## src/rv32alu_pkg.sv

```systemverilog
// Package for the RV32I R-type execute unit.
// Holds widths, opcode and function codes, and the ALU result type.
// No dependencies.
package rv32alu_pkg;

  localparam int unsigned XLEN   = 32;
  localparam int unsigned NREG   = 32;
  localparam int unsigned REG_AW = 5;

  localparam logic [6:0] OPCODE_OP = 7'h33;
  localparam logic [6:0] F7_BASE   = 7'h00;
  localparam logic [6:0] F7_ALT    = 7'h20;

  localparam logic CMD_EXEC = 1'b0;
  localparam logic CMD_LOAD = 1'b1;

  typedef enum logic [2:0] {
    F3_ADD  = 3'd0,
    F3_SLL  = 3'd1,
    F3_SLT  = 3'd2,
    F3_SLTU = 3'd3,
    F3_XOR  = 3'd4,
    F3_SRL  = 3'd5,
    F3_OR   = 3'd6,
    F3_AND  = 3'd7
  } f3_t;

  typedef struct packed {
    logic [XLEN-1:0] value;
    logic            invalid;
  } alu_res_t;

endpackage

```

## src/rv32alu_ram.sv

```systemverilog
// Generic RAM with one write port and two registered read ports.
// No dependencies.
module rv32alu_ram #(
  parameter int unsigned WIDTH = 32,
  parameter int unsigned DEPTH = 32
) (
  input  logic                     clk,
  input  logic                     we,
  input  logic [$clog2(DEPTH)-1:0] waddr,
  input  logic [WIDTH-1:0]         wdata,
  input  logic                     re,
  input  logic [$clog2(DEPTH)-1:0] raddr_a,
  input  logic [$clog2(DEPTH)-1:0] raddr_b,
  output logic [WIDTH-1:0]         rdata_a,
  output logic [WIDTH-1:0]         rdata_b
);

  logic [WIDTH-1:0] mem [DEPTH];

  always_ff @(posedge clk) begin
    if (we) begin
      mem[waddr] <= wdata;
    end
    if (re) begin
      rdata_a <= mem[raddr_a];
      rdata_b <= mem[raddr_b];
    end
  end

endmodule

```

## src/rv32alu_alu.sv

```systemverilog
// Decoder and ALU for one R-type instruction word.
// Depends on rv32alu_pkg.
module rv32alu_alu
  import rv32alu_pkg::*;
(
  input  logic [XLEN-1:0] instr,
  input  logic [XLEN-1:0] op_a,
  input  logic [XLEN-1:0] op_b,
  output alu_res_t        res
);

  logic [6:0]        opcode;
  logic [6:0]        funct7;
  f3_t               funct3;
  logic              alt;
  logic [REG_AW-1:0] sh;

  assign opcode = instr[6:0];
  assign funct3 = f3_t'(instr[14:12]);
  assign funct7 = instr[31:25];
  assign alt    = (funct7 == F7_ALT);
  assign sh     = op_b[REG_AW-1:0];

  always_comb begin
    res.invalid = (opcode != OPCODE_OP) ||
                  (((funct3 == F3_ADD) || (funct3 == F3_SRL)) &&
                   (funct7 != F7_BASE) && (funct7 != F7_ALT));
    case (funct3)
      F3_ADD:  res.value = alt ? (op_a - op_b) : (op_a + op_b);
      F3_SLL:  res.value = op_a << sh;
      F3_SLT:  res.value = {{(XLEN-1){1'b0}}, ($signed(op_a) < $signed(op_b))};
      F3_SLTU: res.value = {{(XLEN-1){1'b0}}, (op_a < op_b)};
      F3_XOR:  res.value = op_a ^ op_b;
      F3_SRL:  res.value = alt ? XLEN'($signed(op_a) >>> sh) : (op_a >> sh);
      F3_OR:   res.value = op_a | op_b;
      default: res.value = op_a & op_b;
    endcase
  end

endmodule

```

## src/rv32_rtype_alu_execute_unit.sv

```systemverilog
// Top level of the RV32I R-type execute unit with its own register file.
// Depends on rv32alu_pkg, rv32alu_ram and rv32alu_alu.
//
// Channel | Direction | tdata (low bit up)                          | tuser
// in_     | slave     | instr_word[31:0] load_index[36:32]          | cmd
//         |           | load_value[68:37], zero pad to 72 bits      |
// out_    | master    | dest_index[4:0] dest_value[36:5], pad to 40 | wrote, invalid
//
// One transfer is taken every cycle unless the output stalls.
// The register file read is the first stage and the ALU plus write-back the second.
// A write in the second stage is forwarded to the item read in the same cycle.
// Reset clears the register file through per-entry valid bits at once.
// A stalled output register holds the second stage, which then holds the input.
module rv32_rtype_alu_execute_unit
  import rv32alu_pkg::*;
(
  input  logic        clk,
  input  logic        rst_n,
  input  logic        in_tvalid,
  output logic        in_tready,
  input  logic [71:0] in_tdata,   // instr_word, load_index, load_value
  input  logic [0:0]  in_tuser,   // cmd
  output logic        out_tvalid,
  input  logic        out_tready,
  output logic [39:0] out_tdata,  // dest_index, dest_value
  output logic [1:0]  out_tuser   // wrote, invalid
);

  logic              in_fire;
  logic              s1_adv;
  logic [REG_AW-1:0] in_rs1;
  logic [REG_AW-1:0] in_rs2;

  logic              s1_valid_r;
  logic              s1_cmd_r;
  logic [XLEN-1:0]   s1_instr_r;
  logic [REG_AW-1:0] s1_lidx_r;
  logic [XLEN-1:0]   s1_lval_r;
  logic              s1_v1_r;
  logic              s1_v2_r;

  logic [NREG-1:0]   valid_r;
  logic              fwd_vld_r;
  logic [REG_AW-1:0] fwd_idx_r;
  logic [XLEN-1:0]   fwd_data_r;

  logic [XLEN-1:0]   rd1;
  logic [XLEN-1:0]   rd2;
  logic [REG_AW-1:0] rs1;
  logic [REG_AW-1:0] rs2;
  logic [XLEN-1:0]   op_a;
  logic [XLEN-1:0]   op_b;
  alu_res_t          alu_res;

  logic              s1_load;
  logic              s1_bad;
  logic [REG_AW-1:0] wb_idx;
  logic [XLEN-1:0]   wb_val;
  logic              wb_en;

  logic              out_valid_r;
  logic [REG_AW-1:0] out_idx_r;
  logic [XLEN-1:0]   out_val_r;
  logic              out_wrote_r;
  logic              out_inv_r;

  assign s1_adv    = s1_valid_r && (!out_valid_r || out_tready);
  assign in_tready = !s1_valid_r || s1_adv;
  assign in_fire   = in_tvalid && in_tready;
  assign in_rs1    = in_tdata[19:15];
  assign in_rs2    = in_tdata[24:20];

  assign rs1 = s1_instr_r[19:15];
  assign rs2 = s1_instr_r[24:20];

  always_comb begin
    if (rs1 == '0) begin
      op_a = '0;
    end else if (fwd_vld_r && (fwd_idx_r == rs1)) begin
      op_a = fwd_data_r;
    end else begin
      op_a = s1_v1_r ? rd1 : '0;
    end
    if (rs2 == '0) begin
      op_b = '0;
    end else if (fwd_vld_r && (fwd_idx_r == rs2)) begin
      op_b = fwd_data_r;
    end else begin
      op_b = s1_v2_r ? rd2 : '0;
    end
  end

  rv32alu_alu u_alu (
    .instr (s1_instr_r),
    .op_a  (op_a),
    .op_b  (op_b),
    .res   (alu_res)
  );

  assign s1_load = (s1_cmd_r == CMD_LOAD);
  assign s1_bad  = !s1_load && alu_res.invalid;
  assign wb_idx  = s1_bad ? '0 : (s1_load ? s1_lidx_r : s1_instr_r[11:7]);
  assign wb_val  = (s1_bad || (wb_idx == '0)) ? '0 :
                   (s1_load ? s1_lval_r : alu_res.value);
  assign wb_en   = s1_adv && !s1_bad && (wb_idx != '0);

  rv32alu_ram #(
    .WIDTH (XLEN),
    .DEPTH (NREG)
  ) u_regfile (
    .clk     (clk),
    .we      (wb_en),
    .waddr   (wb_idx),
    .wdata   (wb_val),
    .re      (in_fire),
    .raddr_a (in_rs1),
    .raddr_b (in_rs2),
    .rdata_a (rd1),
    .rdata_b (rd2)
  );

  always_ff @(posedge clk) begin
    if (!rst_n) begin
      s1_valid_r  <= 1'b0;
      valid_r     <= '0;
      fwd_vld_r   <= 1'b0;
      out_valid_r <= 1'b0;
    end else begin
      if (in_fire) begin
        s1_valid_r <= 1'b1;
      end else if (s1_adv) begin
        s1_valid_r <= 1'b0;
      end
      if (wb_en) begin
        valid_r[wb_idx] <= 1'b1;
        fwd_vld_r       <= 1'b1;
      end
      if (s1_adv) begin
        out_valid_r <= 1'b1;
      end else if (out_tready) begin
        out_valid_r <= 1'b0;
      end
    end
  end

  always_ff @(posedge clk) begin
    if (in_fire) begin
      s1_cmd_r   <= in_tuser[0];
      s1_instr_r <= in_tdata[31:0];
      s1_lidx_r  <= in_tdata[36:32];
      s1_lval_r  <= in_tdata[68:37];
      s1_v1_r    <= valid_r[in_rs1];
      s1_v2_r    <= valid_r[in_rs2];
    end
    if (wb_en) begin
      fwd_idx_r  <= wb_idx;
      fwd_data_r <= wb_val;
    end
    if (s1_adv) begin
      out_idx_r   <= wb_idx;
      out_val_r   <= wb_val;
      out_wrote_r <= !s1_bad;
      out_inv_r   <= s1_bad;
    end
  end

  assign out_tvalid = out_valid_r;
  assign out_tdata  = {3'b000, out_val_r, out_idx_r};
  assign out_tuser  = {out_inv_r, out_wrote_r};

endmodule

```

## config.mk

```make
export PLATFORM = sky130hd
export DESIGN_NAME = rv32_rtype_alu_execute_unit
export DESIGN_NICKNAME = d
export VERILOG_FILES = /design/src/rv32alu_pkg.sv /design/src/rv32alu_ram.sv /design/src/rv32alu_alu.sv /design/src/rv32_rtype_alu_execute_unit.sv
export SDC_FILE = /design/constraint.sdc
export NUM_CORES = 2
export LEC_CHECK = 0
export ABC_AREA = 1
export BUFFER_PORTS_ARGS = -buffer_cell sky130_fd_sc_hd__buf_2
export CAP_MARGIN = 20
export CORE_MARGIN = 8
export CORE_UTILIZATION = 45
export CTS_CLUSTER_DIAMETER = 200
export DETAILED_ROUTE_END_ITERATION = 10
export GPL_ROUTABILITY_DRIVEN = 1
export SYNTH_ARGS = -nofsm -noshare
export SYNTH_HDL_FRONTEND = slang
export SYNTH_SLANG_ARGS = --single-unit
```

## constraint.sdc

```tcl
create_clock -name clk -period 7 [get_ports clk]
set_input_delay 1.05 -clock clk [delete_from_list [all_inputs] [get_ports clk]]
set_output_delay 1.05 -clock clk [all_outputs]
set_load 0.05 [all_outputs]
```

---- Yosys cells after proc, flatten, opt, wreduce, memory -nomap -nowiden ----
Memories as Yosys holds them, arrays and structs flattened. A register that Yosys moved wholly into a read port is not among the register bits.
Cells that the tools add are included.
W data, S select, Z words.
cells by class
  add/subtract/negate cells ............... 2
  magnitude comparators ................... 6
  reductions and logical operators ........ 27
  shift operators ......................... 3
  equal/unequal tests ..................... 11
  muxes and demuxes ....................... 25
  bitwise gates (word level) .............. 4
operator list
  cell                  number
  $mux W32              10
  $pmux W32 S7          1
  $lt A32 B32 Y1        2
  $or A32 B32 Y32       2
  $add A32 B32 Y32      1
  $and A32 B32 Y32      1
  $shl A32 B5 Y32       1
  $shr A32 B5 Y32       1
  $sshr A32 B5 Y32      1
  $sub A32 B32 Y32      1
  $xor A32 B32 Y32      1
  $lt A5 B6 Y1 const B  3
  $logic_not A5 Y1      3
  $ne A7 B6 Y1 const B  2
  $bmux W1 S5           2
  $eq A5 B5 Y1          2
  $logic_and A1 B1 Y1   10
  $mux W5               2
  $eq A3 B3 Y1 const B  3
  $mux W1               9
  $eq A7 B6 Y1 const B  1
  $reduce_bool A7 Y1    1
  $eq A3 B2 Y1 const B  2
  $demux W1 S5          1
  other kinds (7)       15
word-level totals
  memory bits (writable) .................. 1024
  memories kept ........................... 1
  flip-flop bits (word level) ............. 183
  logic and storage cells ................. 95
  output and inout port bits .............. 44
memory list
  name           words  width  read ports  clocked after memory_dff  wr ports  RTL line           RTL
  u_regfile.mem  32     32     2           2                         1         rv32alu_ram.sv:18  logic [WIDTH-1:0] mem [DEPTH];

---- Longest topological paths before layout ----
  word-level depth ........................ 12
  depth in mapped cells ................... 29
  mapped depth without buffers ............ 27

---- Hierarchy ----
A second synthesis with hierarchy kept.
unflattened totals
  cells, all modules ...................... 9069
  area total of the unflattened synthesis .. 73158.9 um^2
modules (own cells, without submodules)
  module                       seq. area each (um^2)  times used  cells each  area an instance (um^2)
  rv32alu_ram                  32671.3                1           5999        54447.2
  rv32alu_alu                  0.0                    1           2060        10004.6
  rv32_rtype_alu_execute_unit  5144.9                 1           1010        8707.1

---- Worst setup path after synthesis ----
No wires, ideal clock.
  path type ............................... in2reg
  start point ............................. input out_tready
  end point ............................... register s1_cmd_r (enable)
  data arrival time ....................... 4.270 ns
  setup time .............................. 0.488 ns
  setup slack ............................. 2.241 ns
  stages .................................. 4
  data required time ...................... 6.512 ns
  path through ............................ inv_1 -> nand3_1 -> nand2_1 -> inv_1
between the ends
  cells in the longest elaborated chain, start to end .. 4
ends and longest elaborated chain
  element                 RTL line                            RTL
  start: declaration      rv32_rtype_alu_execute_unit.sv:24   input logic out_tready,
  $logic_or A1 B1 Y1      rv32_rtype_alu_execute_unit.sv:67   assign s1_adv = s1_valid_r && (!out_valid_r || out_tready);
  $logic_and A1 B1 Y1     rv32_rtype_alu_execute_unit.sv:67
  $logic_or A1 B1 Y1      rv32_rtype_alu_execute_unit.sv:68   assign in_tready = !s1_valid_r || s1_adv;
  via in_tready           rv32_rtype_alu_execute_unit.sv:20   output logic in_tready,
  $logic_and A1 B1 Y1     rv32_rtype_alu_execute_unit.sv:69   assign in_fire = in_tvalid && in_tready;
  via in_fire             rv32_rtype_alu_execute_unit.sv:29   logic in_fire;
  end signal: assignment  rv32_rtype_alu_execute_unit.sv:148  s1_cmd_r <= in_tuser[0];
  end: declaration        rv32_rtype_alu_execute_unit.sv:35   logic s1_cmd_r;
The timed path passes the listed nets, and every way through them passes these cells.
A chain may end at the register's enable or synchronous reset.

---- Worst setup path after layout ----
  start point ............................. register s1_instr_r[15]
  end point ............................... memory u_regfile.mem[29][17], data pin
between the ends
  cells in the longest elaborated chain, start to end .. 9
  elaborated cells between the ends (all ways) .. 18
ends and longest elaborated chain
  element                                   RTL line                              RTL
  start: declaration                        rv32_rtype_alu_execute_unit.sv:36     logic [XLEN-1:0] s1_instr_r;
  start signal: assignment                  rv32_rtype_alu_execute_unit.sv:149    s1_instr_r <= in_tdata[31:0];
  $eq A5 B5 Y1                              rv32_rtype_alu_execute_unit.sv:79     end else if (fwd_vld_r && (fwd_idx_r == rs1)) begin
  $logic_and A1 B1 Y1                       rv32_rtype_alu_execute_unit.sv:79
  $mux W32                                  rv32_rtype_alu_execute_unit.sv:79
  $mux W32 (*)                              rv32_rtype_alu_execute_unit.sv:77     if (rs1 == '0) begin
  $add A32 B32 Y32 (tied with other cells)  rv32alu_alu.sv:29                     F3_ADD: res.value = alt ? (op_a - op_b) : (op_a + op_b);
  $mux W32 (on tied branches)               rv32alu_alu.sv:29, rv32alu_alu.sv:34
  $pmux W32 S7 (*)                          rv32alu_alu.sv:28                     case (funct3)
  $mux W32 (*)                              rv32_rtype_alu_execute_unit.sv:104    (s1_load ? s1_lval_r : alu_res.value);
  $mux W32 (*)                              rv32_rtype_alu_execute_unit.sv:103    assign wb_val = (s1_bad || (wb_idx == '0)) ? '0 :
  via u_regfile.wdata[17]                   rv32alu_ram.sv:10                     input logic [WIDTH-1:0] wdata,
  end: declaration                          rv32alu_ram.sv:18
The timed path passes the listed nets; every way through them passes the cells marked *.

==> qor.csv <==
stage,metric,value,unit
outcome,outcome,completed,
sta,minimum clock period after layout,6050,ps
power,Psw,5.81,mW
power,PnR Total Power,19.4,mW
clock_tree,CTS Buffer Depth,3,
floorplanning,CORE AREA,150000,µm²
cells_and_area,share of layout cells above drive strength 1,7.94,%
route,DR vias,61300,
sta,Final Max Slew Viols,0,
route,DRT Wirelength,277,mm
power,Switching Share,29.9,%
global_routing,met2 Use GR,49.7,%
floorplanning,DIE WIDTH,404,µm
cells_and_area,"commonest non-fill, non-tap cell in the layout",nor2_1,
synthesis,"flops & latches, synth",1271,
cells_and_area,Layout Nets,7376,
setup_path,Reg2Reg Launch Point,s1_instr_r[15],
sta,Worst-Margin Slew,1170,ps
setup_path,CP Capture Type,flip-flop,
setup_path,worst-path fanout max,33,
global_routing,initial antenna violation count,8,
setup_path,Critical Path Start Type,flip-flop,
hold_path,hold_sp,in_tdata[9],
clock_tree,cts hold-fix bufs,0,
synthesis,Ys Warns,0,
synthesis,Post-Syn Area,67800,µm²
power,Peak VDD IR,0.000220,V
run,max cap viols,0,
power,Internal,13.6,mW
sta,Max Clk Rate,165,MHz
clock_tree,clock sinks,1271,
synthesis,Yosys cell types,56,
power,clock share of power,37.8,%
sta,RSZ-0062 raised after global routing,no,
sta,fin crit share,86.4,%
synthesis,fraction of registers with async set/reset,0,%
place,Port Buf Inserts,114,
floorplanning,die footprint,163000,µm²
place,GPL Wtd Cong,1.04,
setup_path,CP required,7540,ps
floorplanning,starting density of the core,45.3,%
clock_tree,number of CTS-inserted buffers,141,
sta,Final setup viols,0,
global_routing,GRT Max-Usage Layer,met2,
clock_tree,clk slew on worst S/H paths,60,ps
synthesis,area share of the largest cell type after synthesis,54.7,%
synthesis,top post-synthesis cells by area,"edfxtp_1 (55%), o21ai_0 (8.7%), nor2_1 (7.5%)",
route,WL/cell,29.7,µm
route,DRC violation total after the first TritonRoute iteration,9864,
power,combinational share of power,17.0,%
sta,Setup Skew,40.1,ps
global_routing,GRT Residual Overflow,0,
power,sequential share of power,45.2,%
route,vias per cell,6.57,
global_routing,vias in the first global route,57300,
cells_and_area,Fillers,13500,
global_routing,met1 Resource Use GR,44.1,%
clock_tree,Clock H-tree levels,4,
synthesis,register area share after synthesis,55.8,%
floorplanning,num ports,121,
hold_path,Worst Hold Class,primary input to flip-flop,
setup_path,Worst EP arrival,6590,ps
synthesis,Syn Area/Cell,9.24,µm²
cells_and_area,Layout Area Growth over Synthesis,11.1,%
sta,final hold viol count,0,
route,1st-pass router iterations,8,
setup_path,worst setup path category,flip-flop to flip-flop,
sta,final worst setup slack,953,ps
sta,Slew headroom,22.0,%
clock_tree,Worst-Skew Late Latency,800,ps
cells_and_area,most frequent cells in the layout,"nor2_1 (1,323), edfxtp_1 (1,236), o21ai_0 (1,184)",
route,final antenna-violating net count,0,
sta,setup_tns,0,ps
global_routing,met3 Usage GRT,6.34,%
cells_and_area,FF+latch area,37800,µm²
synthesis,Synth Flop Type,edfxtp_1,
place,Place WS,1110,ps
synthesis,"area leader, netlist",edfxtp_1,
cells_and_area,Multi-input gate area,27000,µm²
place,hpwl dp,165,mm
clock_tree,# Post-CTS Setup Buffers,0,
synthesis,count of flip-flops with a built-in enable after synthesis,1236,
clock_tree,Post-CTS Resized,0,
floorplanning,die height,404,µm
global_routing,GRT Resource Usage Total,32.4,%
clock_tree,CTS tree,done,
setup_path,crit path launch,s1_instr_r[15],
power,Cell Pwr Density,258,nW/µm²
global_routing,largest net degree at the start of global routing,189,
global_routing,global-route wire length before repair,394,mm
floorplanning,Rows,142,
power,Leak,26.8,nW
route,post-route DRC violation count,0,
clock_tree,root buffer cell,clkbuf_16,
synthesis,post-synthesis cell count,7337,
metal layers:
metal  wire length (µm)  vias up
li1                   -    26300
met1             107000    29600
met2             121000     4505
met3              33000      871
met4              15500        6
met5                 34        -
cell type report:
| cell class | instances | area share, % |
|---|---|---|
| Tap cell | 2016 | 3.35 |
| Inverter | 322 | 1.67 |
| Clock buffer | 187 | 4.98 |
| Timing Repair Buffer | 267 | 2.91 |
| Multi-Input combinational cell | 5192 | 35.8 |
| Antenna cell | 3 | 0.00997 |
| Sequential cell | 1271 | 50.2 |
| Clock inverter | 67 | 1.05 |
synth_stat cells (4+ instances only):
library cell and instances:
o21ai_0 1184, o221ai_1 403, clkinv_1 6, nor3_1 18, inv_2 17, nor2_2 8, edfxtp_1 1236, nor2_4 5
o211ai_1 23, buf_1 19, o2111ai_1 5, nand4_1 55, ha_1 102, o22ai_1 87, xor2_1 23, inv_1 299
a21o_1 5, a21boi_0 8, nor2_1 1347, a32o_1 20, o21a_1 10, dfxtp_1 35, buf_2 47, o21ai_1 27
clkbuf_1 504, a21oi_1 237, a31oi_1 83, a211oi_1 14, a32oi_1 57, nand3_1 498, buf_4 14, or2_2 13
o21bai_1 9, nor4_1 4, nand2_1 879
cells by family after synthesis:
logic type / after synthesis / synth area share [%]
other cells: 1 / 0.00553
flops: 1271 / 55.8
xor+xnor: 24 / 0.310
fa+ha+maj: 104 / 1.94
buf+inv: 908 / 5.21
mux: 1 / 0.0148
compound gates: 2184 / 19.5
simple gates: 2844 / 17.3
power by group through the flow:
| stage | Clock [mW] | Sequential (mW) | Combinational (mW) |
|---|---|---|---|
| 2_1_floorplan | 0 | 8.96 | 1.90 |
| 3_3_place_gp | 0 | 8.93 | 3.17 |
| 3_5_place_dp | 0 | 8.93 | 3.19 |
| 4_1_cts | 7.40 | 8.77 | 3.20 |
| 5_1_grt | 7.68 | 8.78 | 3.52 |
| 6_report | 7.34 | 8.78 | 3.31 |
worst max-delay path, cell delays in order (launching register included):
cell,delay [ps]
edfxtp_1,420
or2_1,260
nor4_1,190
inv_1,520
nand3_1,390
inv_1,120
ha_1,390
inv_1,220
nand2_1,70
o21ai_0,520
a21boi_0,300
o21ai_0,770
nand2_1,110
nand2_1,140
xor2_1,90
nand2_1,120
nand3_1,90
nand2_1,90
a21oi_1,40
nand2_1,120
nand2_1,120
a21oi_4,220
buf_4,400
final timing paths:
path | depth (start not counted) | to | slack [ps]
max | 22 | u_regfile.mem[29][17] | 950
min | 1 | s1_instr_r[9] | 420
max reg2reg | 22 | u_regfile.mem[29][17] | 950
min reg2reg | 2 | valid_r[0] | 460
sequential cells by signal, summed over array words and instances, names as in the netlist, 5 cells and up:
name / count
u_regfile.rdata_a: 32
u_regfile.mem: 1024
s1_instr_r: 32
out_idx_r: 5
u_regfile.rdata_b: 32
s1_lval_r: 32
out_val_r: 32
fwd_idx_r: 5
fwd_data_r: 32
s1_lidx_r: 5
valid_r: 32
stage by stage:
step,hold WS (ps),cell area [µm²],utilization [%],cells
after floorplan,421,67900,-,7371
after global placement,435,70700,47.2,9065
after detailed placement,444,70700,47.2,9066
after CTS,375,75300,50.3,9320
after global routing,395,75300,50.3,9323
final,419,75300,50.3,9325
Power figures use the tool's default switching activity.
